===== config.mk =====
export PLATFORM = sky130hd
export DESIGN_NAME = serial_command_line_parser_unit_flat
export DESIGN_NICKNAME = d
export VERILOG_FILES = /design/src/hdl/sclp_pkg.sv /design/src/hdl/sclp_rx_if.sv /design/src/hdl/sclp_res_if.sv /design/src/hdl/sclp_ram.sv /design/src/hdl/sclp_parse.sv /design/src/hdl/serial_command_line_parser_unit.sv /design/src/flat_wrapper.sv
export SDC_FILE = /design/constraint.sdc
export NUM_CORES = 1
export LEC_CHECK = 0
export ABC_AREA = 1
export BUFFER_PORTS_ARGS = -buffer_cell sky130_fd_sc_hd__buf_2
export CORE_UTILIZATION = 55
export DETAILED_ROUTE_END_ITERATION = 7
export MAX_ROUTING_LAYER = met4
export PLACE_DENSITY = 0.75
export SYNTH_ARGS = -nofsm -noshare
export SYNTH_HDL_FRONTEND = slang
export SYNTH_SLANG_ARGS = --single-unit

===== constraint.sdc =====
create_clock -name clk -period 3.7 [get_ports clk]
set_input_delay 0.74 -clock clk [delete_from_list [all_inputs] [get_ports clk]]
set_output_delay 0.74 -clock clk [all_outputs]
set_load 0.03 [all_outputs]

===== src/hdl/sclp_pkg.sv =====
`default_nettype none
package sclp_pkg;

	localparam int LINE_CHARS_DEF = 20;

	localparam logic [7:0] CH_BS  = 8'd8;
	localparam logic [7:0] CH_DEL = 8'd127;
	localparam logic [7:0] CH_CR  = 8'd13;
	localparam logic [7:0] CH_LF  = 8'd10;
	localparam logic [7:0] CH_SP  = 8'd32;

	localparam int PREFIX_LEN = 4;
	localparam logic [9:0] CHAN_LIMIT  = 10'd512;
	localparam logic [9:0] LEVEL_LIMIT = 10'd256;
	localparam logic [1:0] MAX_DIGITS  = 2'd3;

	typedef enum logic [1:0] {
		KIND_ECHO      = 2'd0,
		KIND_WRITE     = 2'd1,
		KIND_PARSE_ERR = 2'd2,
		KIND_LIMIT     = 2'd3
	} kind_t;

	// control from the sequencer to the line parser
	typedef struct packed {
		logic       clear;
		logic       ch_valid;
		logic [7:0] ch;
	} scan_ctl_t;

	// outcome of a parsed line
	typedef struct packed {
		kind_t      kind;
		logic [8:0] channel;
		logic [7:0] level;
	} verdict_t;

	function automatic logic is_digit(input logic [7:0] c);
		return (c >= 8'h30) && (c <= 8'h39);
	endfunction

	function automatic logic is_text(input logic [7:0] c);
		return ((c >= 8'h61) && (c <= 8'h7a)) || ((c >= 8'h41) && (c <= 8'h5a)) ||
			(c == CH_SP);
	endfunction

	// characters of the "set " command word
	function automatic logic [7:0] prefix_char(input logic [1:0] i);
		logic [7:0] c;
		unique case (i)
			2'd0: c = 8'h73;
			2'd1: c = 8'h65;
			2'd2: c = 8'h74;
			default: c = CH_SP;
		endcase
		return c;
	endfunction

endpackage
`default_nettype wire


===== src/hdl/sclp_rx_if.sv =====
`default_nettype none
interface sclp_rx_if;
	logic       valid;
	logic       ready;
	logic [7:0] rx_byte;

	modport source (output valid, output rx_byte, input ready);
	modport sink (input valid, input rx_byte, output ready);
endinterface
`default_nettype wire


===== src/hdl/sclp_res_if.sv =====
`default_nettype none
interface sclp_res_if;
	logic       valid;
	logic       ready;
	logic [1:0] kind;
	logic [7:0] echo_byte;
	logic [8:0] channel;
	logic [7:0] level;
	logic       last;

	modport source (output valid, output kind, output echo_byte, output channel,
		output level, output last, input ready);
	modport sink (input valid, input kind, input echo_byte, input channel,
		input level, input last, output ready);
endinterface
`default_nettype wire


===== src/hdl/sclp_ram.sv =====
`default_nettype none
module sclp_ram #(
	parameter int WIDTH = 8,
	parameter int DEPTH = 20,
	localparam int AW = (DEPTH > 1) ? $clog2(DEPTH) : 1
) (
	input  wire logic             clk,
	input  wire logic             we,
	input  wire logic [AW-1:0]    waddr,
	input  wire logic [WIDTH-1:0] wdata,
	input  wire logic [AW-1:0]    raddr,
	output logic      [WIDTH-1:0] rdata
);

	logic [WIDTH-1:0] mem [DEPTH];

	// write one entry, read one entry registered
	always_ff @(posedge clk) begin
		if (we) begin
			mem[waddr] <= wdata;
		end
		rdata <= mem[raddr];
	end

endmodule
`default_nettype wire


===== src/hdl/sclp_parse.sv =====
`default_nettype none
module sclp_parse
	import sclp_pkg::*;
#(
	parameter int LINE_CHARS = LINE_CHARS_DEF,
	localparam int CW = $clog2(LINE_CHARS)
) (
	input  wire logic          clk,
	input  wire logic          arst_n,
	input  wire scan_ctl_t     ctl,
	input  wire logic [CW-1:0] pos,
	input  wire logic [CW-1:0] len,
	output verdict_t           verdict
);

	logic       prefix_ok_q;
	logic       fail_q;
	logic       in_val_q;
	logic [1:0] nch_q;
	logic [1:0] nval_q;
	logic [9:0] chn_q;
	logic [9:0] val_q;

	logic [3:0] digit;
	logic [9:0] chn_next;
	logic [9:0] val_next;
	logic       body;

	assign digit    = ctl.ch[3:0];
	assign chn_next = {chn_q[6:0], 3'b000} + {chn_q[8:0], 1'b0} + {6'd0, digit};
	assign val_next = {val_q[6:0], 3'b000} + {val_q[8:0], 1'b0} + {6'd0, digit};
	assign body     = (pos >= CW'(PREFIX_LEN));

	// fold one stored character into the running parse
	always_ff @(posedge clk or negedge arst_n) begin
		if (!arst_n) begin
			prefix_ok_q <= 1'b1;
			fail_q      <= 1'b0;
			in_val_q    <= 1'b0;
			nch_q       <= 2'd0;
			nval_q      <= 2'd0;
			chn_q       <= 10'd0;
			val_q       <= 10'd0;
		end else if (ctl.clear) begin
			prefix_ok_q <= 1'b1;
			fail_q      <= 1'b0;
			in_val_q    <= 1'b0;
			nch_q       <= 2'd0;
			nval_q      <= 2'd0;
			chn_q       <= 10'd0;
			val_q       <= 10'd0;
		end else if (ctl.ch_valid && !body) begin
			if (ctl.ch != prefix_char(pos[1:0])) begin
				prefix_ok_q <= 1'b0;
			end
		end else if (ctl.ch_valid && !fail_q) begin
			if (is_digit(ctl.ch)) begin
				if (!in_val_q) begin
					if (nch_q < MAX_DIGITS) begin
						chn_q <= chn_next;
						nch_q <= nch_q + 2'd1;
					end else begin
						fail_q <= 1'b1;
					end
				end else begin
					if (nval_q < MAX_DIGITS) begin
						val_q  <= val_next;
						nval_q <= nval_q + 2'd1;
					end else begin
						fail_q <= 1'b1;
					end
				end
			end else if (ctl.ch == CH_SP) begin
				in_val_q <= 1'b1;
			end else begin
				fail_q <= 1'b1;
			end
		end
	end

	// classify the finished line
	always_comb begin
		verdict.kind    = KIND_PARSE_ERR;
		verdict.channel = 9'd0;
		verdict.level   = 8'd0;
		if ((len > CW'(PREFIX_LEN)) && prefix_ok_q && !fail_q &&
				(nch_q != 2'd0) && (nval_q != 2'd0)) begin
			if ((chn_q < CHAN_LIMIT) && (val_q < LEVEL_LIMIT)) begin
				verdict.kind    = KIND_WRITE;
				verdict.channel = chn_q[8:0];
				verdict.level   = val_q[7:0];
			end else begin
				verdict.kind = KIND_LIMIT;
			end
		end
	end

endmodule
`default_nettype wire


===== src/hdl/serial_command_line_parser_unit.sv =====
`default_nettype none
// An edit byte is held in a byte register on acceptance and its echo item is loaded
// from the echo state once the output register is free. An end-of-line byte gives
// CR and LF echoes, then walks the stored line through the single read port of the
// line memory, one character a cycle; its outcome item is loaded once the last read
// has landed and the output register is free. New bytes are taken only when idle.
// Reset: clears the cursor and control; the line memory is left undefined.
module serial_command_line_parser_unit
	import sclp_pkg::*;
#(
	parameter int LINE_CHARS = LINE_CHARS_DEF
) (
	input wire logic clk,
	input wire logic arst_n,
	sclp_rx_if.sink    rx,
	sclp_res_if.source res
);

	localparam int CW = $clog2(LINE_CHARS);

	typedef enum logic [2:0] {
		ST_IDLE,
		ST_ECHO,
		ST_CR,
		ST_LF,
		ST_SCAN,
		ST_RESULT
	} state_t;

	state_t      state_q;
	logic [CW-1:0] cursor_q;
	logic [CW-1:0] len_q;
	logic [CW-1:0] idx_q;
	logic [7:0]    byte_q;
	logic          rd_valid_s1;
	logic [CW-1:0] pos_s1;

	logic          out_valid_q;
	logic [1:0]    out_kind_q;
	logic [7:0]    out_echo_q;
	logic [8:0]    out_chan_q;
	logic [7:0]    out_level_q;
	logic          out_last_q;

	logic       accept;
	logic       is_erase;
	logic       is_eol;
	logic       is_char;
	logic       out_free;
	logic       out_load;
	logic       rd_issue;
	logic [7:0] rdata;
	scan_ctl_t  ctl;
	verdict_t   verdict;

	assign rx.ready  = (state_q == ST_IDLE);
	assign accept    = rx.valid && rx.ready;
	assign is_erase  = (rx.rx_byte == CH_BS) || (rx.rx_byte == CH_DEL);
	assign is_eol    = (rx.rx_byte == CH_CR) || (rx.rx_byte == CH_LF);
	assign is_char   = is_digit(rx.rx_byte) || is_text(rx.rx_byte);
	assign out_free  = !out_valid_q || res.ready;
	assign out_load  = out_free && ((state_q == ST_ECHO) || (state_q == ST_CR) ||
		(state_q == ST_LF) || (state_q == ST_RESULT));
	assign rd_issue  = (state_q == ST_SCAN) && (idx_q != len_q);

	assign ctl.clear    = accept && is_eol;
	assign ctl.ch_valid = rd_valid_s1;
	assign ctl.ch       = rdata;

	assign res.valid     = out_valid_q;
	assign res.kind      = out_kind_q;
	assign res.echo_byte = out_echo_q;
	assign res.channel   = out_chan_q;
	assign res.level     = out_level_q;
	assign res.last      = out_last_q;

	sclp_ram #(
		.WIDTH(8),
		.DEPTH(LINE_CHARS)
	) u_line_ram (
		.clk  (clk),
		.we   (accept && is_char),
		.waddr(cursor_q),
		.wdata(rx.rx_byte),
		.raddr(idx_q),
		.rdata(rdata)
	);

	sclp_parse #(
		.LINE_CHARS(LINE_CHARS)
	) u_parse (
		.clk    (clk),
		.arst_n (arst_n),
		.ctl    (ctl),
		.pos    (pos_s1),
		.len    (len_q),
		.verdict(verdict)
	);

	// sequence edits, echoes and the line walk; hold results in the output register
	always_ff @(posedge clk or negedge arst_n) begin
		if (!arst_n) begin
			state_q     <= ST_IDLE;
			cursor_q    <= '0;
			len_q       <= '0;
			idx_q       <= '0;
			byte_q      <= 8'd0;
			rd_valid_s1 <= 1'b0;
			pos_s1      <= '0;
			out_valid_q <= 1'b0;
			out_kind_q  <= KIND_ECHO;
			out_echo_q  <= 8'd0;
			out_chan_q  <= 9'd0;
			out_level_q <= 8'd0;
			out_last_q  <= 1'b0;
		end else begin
			// drop a taken item unless a new one replaces it
			if (res.ready && !out_load) begin
				out_valid_q <= 1'b0;
			end

			rd_valid_s1 <= rd_issue;
			pos_s1      <= idx_q;

			unique case (state_q)
				ST_IDLE: begin
					if (accept) begin
						byte_q <= rx.rx_byte;
						if (is_erase) begin
							if (cursor_q != '0) begin
								cursor_q <= cursor_q - CW'(1);
							end
							state_q <= ST_ECHO;
						end else if (is_eol) begin
							len_q    <= cursor_q;
							idx_q    <= '0;
							cursor_q <= '0;
							state_q  <= ST_CR;
						end else if (is_char) begin
							if (cursor_q != CW'(LINE_CHARS - 1)) begin
								cursor_q <= cursor_q + CW'(1);
							end
							state_q <= ST_ECHO;
						end
					end
				end
				ST_ECHO: begin
					if (out_free) begin
						out_valid_q <= 1'b1;
						out_kind_q  <= KIND_ECHO;
						out_echo_q  <= byte_q;
						out_chan_q  <= 9'd0;
						out_level_q <= 8'd0;
						out_last_q  <= 1'b1;
						state_q     <= ST_IDLE;
					end
				end
				ST_CR: begin
					if (out_free) begin
						out_valid_q <= 1'b1;
						out_kind_q  <= KIND_ECHO;
						out_echo_q  <= CH_CR;
						out_chan_q  <= 9'd0;
						out_level_q <= 8'd0;
						out_last_q  <= 1'b0;
						state_q     <= ST_LF;
					end
				end
				ST_LF: begin
					if (out_free) begin
						out_valid_q <= 1'b1;
						out_kind_q  <= KIND_ECHO;
						out_echo_q  <= CH_LF;
						out_chan_q  <= 9'd0;
						out_level_q <= 8'd0;
						out_last_q  <= 1'b0;
						state_q     <= ST_SCAN;
					end
				end
				ST_SCAN: begin
					// advance the read pointer; finish once the last read has landed
					if (rd_issue) begin
						idx_q <= idx_q + CW'(1);
					end else if (!rd_valid_s1) begin
						state_q <= ST_RESULT;
					end
				end
				ST_RESULT: begin
					if (out_free) begin
						out_valid_q <= 1'b1;
						out_kind_q  <= verdict.kind;
						out_echo_q  <= 8'd0;
						out_chan_q  <= verdict.channel;
						out_level_q <= verdict.level;
						out_last_q  <= 1'b1;
						state_q     <= ST_IDLE;
					end
				end
				default: begin
					state_q <= ST_IDLE;
				end
			endcase
		end
	end

endmodule
`default_nettype wire

===== src/flat_wrapper.sv =====
// flat-port wrapper written by rule: the top's interface ports become plain ports
module serial_command_line_parser_unit_flat import sclp_pkg::*;
#(
	parameter int LINE_CHARS = LINE_CHARS_DEF
)
  (clk, arst_n, rx_valid, rx_rx_byte, rx_ready, res_valid, res_kind, res_echo_byte, res_channel, res_level, res_last, res_ready);
  sclp_rx_if rx_i ();
  sclp_res_if res_i ();
  input wire logic clk;
  input wire logic arst_n;
  input wire logic [$bits(rx_i.valid)-1:0] rx_valid;
  input wire logic [$bits(rx_i.rx_byte)-1:0] rx_rx_byte;
  output wire logic [$bits(rx_i.ready)-1:0] rx_ready;
  output wire logic [$bits(res_i.valid)-1:0] res_valid;
  output wire logic [$bits(res_i.kind)-1:0] res_kind;
  output wire logic [$bits(res_i.echo_byte)-1:0] res_echo_byte;
  output wire logic [$bits(res_i.channel)-1:0] res_channel;
  output wire logic [$bits(res_i.level)-1:0] res_level;
  output wire logic [$bits(res_i.last)-1:0] res_last;
  input wire logic [$bits(res_i.ready)-1:0] res_ready;
  assign rx_i.valid = rx_valid;
  assign rx_i.rx_byte = rx_rx_byte;
  assign rx_ready = rx_i.ready;
  assign res_valid = res_i.valid;
  assign res_kind = res_i.kind;
  assign res_echo_byte = res_i.echo_byte;
  assign res_channel = res_i.channel;
  assign res_level = res_i.level;
  assign res_last = res_i.last;
  assign res_i.ready = res_ready;
  serial_command_line_parser_unit #(.LINE_CHARS(LINE_CHARS)) u_core (.clk(clk), .arst_n(arst_n), .rx(rx_i), .res(res_i));
endmodule

==> flow_summary_export.csv <==
group,metric,value,unit
status,outcome,"complete, no violations",
cts,cts_hold_repair.buffers,0,
floorplanning,floorplan.die.height,149,µm
routing,detailedRoute.firstIterationViolations,689,
logic_synthesis,synthArstFlopShare,34.4,%
power,power_density,591,nW/µm²
timing,largest_clock_skew_in_the_final_design,0.0234,ns
finish,commonest_non_fill_non_tap_cells_in_the_layout,"sky130_fd_sc_hd__nand2_1, sky130_fd_sc_hd__nor2_1, sky130_fd_sc_hd__edfxtp_1",
floorplanning,design.core.area,21100,µm²
cts,htreeDepth,1,
cts,clockRootBuffer,"sky130_fd_sc_hd__clkbuf_16",
cts,clk_pin_slew,0.06,ns
worst_setup_path,largest_stage_delay_on_the_critical_path,0.63,ns
cts,cts_inserted_buffers,27,
floorplanning,dieWidth,149,µm
cts,tritoncts_num_sinks,256,
timing,grt_setup_unrepaired,"false",
timing,final.setup.tns,0,ns
timing,number_of_setup_violations_in_the_final_report,0,
cts,post-cts-setup-buffers,0,
routing,antenna_left,0,
finish,diodes,0,
placed_design,gp_routability_congestion,0.931,
worst_setup_path,crit_slowest_cell,"sky130_fd_sc_hd__nor2_1",
timing,maxClockFrequency,387,MHz
floorplanning,core.rowCount,53,
routing,detailed_route_vias_per_instance,5.67,
placed_design,place.detailed.hpwl,18.1,mm
routing,vias,8544,
floorplanning,die-area,22100,µm²
routing,drc,0,
routing,drt_first_pass_iters,5,
logic_synthesis,synthesis.nets,1231,
grt,gr-usage-all-layers,25.7,%
logic_synthesis,post_synth_main_area_contributors,"sky130_fd_sc_hd__edfxtp_1, sky130_fd_sc_hd__dfrtp_1, sky130_fd_sc_hd__nand2_1, sky130_fd_sc_hd__o21ai_0, sky130_fd_sc_hd__nor2_1",
finish,nets,1271,
worst_setup_path,worstPathArrival,2.77,ns
logic_synthesis,yosys_warnings,0,
placed_design,numPortBuffers,41,
worst_setup_path,worstSetupStartpointType,"flip-flop",
flow_run,cap_viol_max_count,0,
worst_setup_path,timing.critical_path.from,"u_core.state_q[0]",
worst_setup_path,worst_setup_ep_type,"flip-flop",
timing,final_critical_path_time_including_i_o_delays_and_setup,2.58,ns
placed_design,place_inst,1460,
timing,tightest_slew,0.787,ns
cts,cts-resized-gates,0,
worst_setup_path,path_cells,"nor2_4, nand2_4, nor2_8, inv_2, nor2_2, nand2_1, nor2_1",
grt,antenna_found_initial,0,
finish,layout-drive-gt1-share,10.9,%
worst_setup_path,crit_family,"simple AND/OR/NAND/NOR gates",
logic_synthesis,synth_largest_type_area_fraction,40.6,%
power,static-leakage-power,5.53,nW
grt,overflow,0,
grt,grt_max_degree,84,
worst_setup_path,worstReg2RegStart,"u_core.state_q[0]",
timing,slew_viol_final,0,
floorplanning,design.portCount,42,
logic_synthesis,netlist-cell-type-count,42,
logic_synthesis,synth_edf_count,160,
timing,hold_violations,0,
worst_setup_path,worstSetupPathType,"reg -> reg",
cts,ctsLongestPathBuffers,3,
timing,post-route-period-util,69.8,%
logic_synthesis,synth.yosys.seq_area_share,60.6,%
logic_synthesis,postSynthCellCount,1174,
routing,detail_route.wl_per_cell,17.8,µm
worst_setup_path,timing.critical_path.buf_inv,1,
worst_setup_path,worstSetupPathDepth,7,
cts,worstSkewPairLatency,0.55,ns
cts,tritoncts,"built",
min_path,holdCritPathClass,"in -> async",
logic_synthesis,synth_top_cell_by_area,"sky130_fd_sc_hd__edfxtp_1",
logic_synthesis,flip_flop_cell_with_the_highest_count_after_synthesis,"sky130_fd_sc_hd__edfxtp_1",
logic_synthesis,mappedNetlistArea,11800,µm²
finish,finalNonFillerCells,1507,
grt,grt_pass1_vias,8177,
worst_setup_path,timing.critical_path.fanout_max,15,
timing,max_slew_headroom_at_the_worst_pin,47.5,%
grt,global_route_wire_length_before_repair,42.2,mm
logic_synthesis,postSynthAreaPerCell,10.1,µm²
floorplanning,floorplan.initialDensity,56.1,%
finish,layout.cells.most_common,"sky130_fd_sc_hd__nand2_1",
logic_synthesis,yosys_register_bits,256,
finish,synthToLayoutAreaGrowth,10.9,%
routing,drt_wl_total,26.8,mm
worst_setup_path,cp_data_required_time,3.88,ns
worst_setup_path,worst_reg2reg_path_length_in_cells,7,
power,peak_vdd_ir,0.410,mV
state kept, by name (all words and copies together), names as in the netlist:
signal                      flops
u_core.byte_q                   8
u_core.cursor_q                 5
u_core.idx_q                    5
u_core.len_q                    5
u_core.pos_s1                   5
u_core.rd_valid_s1              1
u_core.res.channel              9
u_core.res.echo_byte            8
u_core.res.kind                 2
u_core.res.last                 1
u_core.res.level                8
u_core.res.valid                1
u_core.state_q                  3
u_core.u_line_ram.mem         160
u_core.u_line_ram.rdata         8
u_core.u_parse.chn_q           10
u_core.u_parse.fail_q           1
u_core.u_parse.in_val_q         1
u_core.u_parse.nch_q            2
u_core.u_parse.nval_q           2
u_core.u_parse.prefix_ok_q      1
u_core.u_parse.val_q           10
cell families after synthesis:
kind of cell             Yosys count  share of synthesized area [%]
AO/OA/AOI/OAI                    229                           10.9
adder cells (fa/ha/maj)           45                           5.01
flip-flops                       256                           60.6
AND/OR/NAND/NOR                  510                           18.1
XOR/XNOR                          18                           1.33
buffers and inverters            116                           4.04
path summary, 6_finish.rpt:
| kind | endpoint | slack [ns] |
|---|---|---|
| worst max-delay path | u_core.u_line_ram.mem[12][1] | 1.12 |
| worst min-delay path | u_core.u_parse.chn_q[8] | 0.23 |
| worst max register to register | u_core.u_line_ram.mem[12][1] | 1.12 |
| worst min register to register | u_core.u_parse.prefix_ok_q | 0.46 |
| max in group asynchronous | u_core.byte_q[6] | 2.74 |
| min in group clk | u_core.res.valid | 0.41 |
area by class of cell:
type	instances	area, µm²
Sequential cell	256	7170
Fill cell	1724	7960
Clock inverter	14	133
Tap cell	275	344
Timing Repair Buffer	53	298
Inverter	74	278
Multi-Input combinational cell	802	4190
Clock buffer	33	718
cell usage after synthesis (all sizes together) (4+ instances only):
cell and instances:
ha 41, edfxtp 160, dfrtp 87, nand3 54, nand4 16, a21oi 23, xor2 10, nand2 246
inv 73, fa 4, buf 19, or2 8, dfxtp 8, o21ai 153, o22ai 32, clkbuf 23
o211ai 8, xnor2 8, nor2 178
routing by layer:
layer | track usage (%) | routed length, µm
met1 | 32.1 | 10800
met2 | 41.7 | 12900
met3 | 3.37 | 1880
met4 | 11.9 | 1160
met5 | - | 0
power by group:
part | switching [W] | internal [W]
Sequential | 0.000197 | 0.00326
Combinational | 0.00117 | 0.000530
Clock | 0.00109 | 0.00152
per-stage QoR:
stage / hold slack [ns] / area, µm² / total power [W] / util [%] / setup WS, ns
2_1_floorplan: 0.349 / 11800 / 0.00471 / - / 1.51
3_3_place_gp: 0.451 / 12300 / 0.00516 / 58.2 / 0.733
3_5_place_dp: 0.456 / 12300 / 0.00520 / 58.2 / 0.661
4_1_cts: 0.232 / 13100 / 0.00778 / 62.3 / 1.12
5_1_grt: 0.268 / 13100 / 0.00811 / 62.3 / 0.940
6_report: 0.226 / 13100 / 0.00776 / 62.3 / 1.12
(Power assumes the default switching activity.)
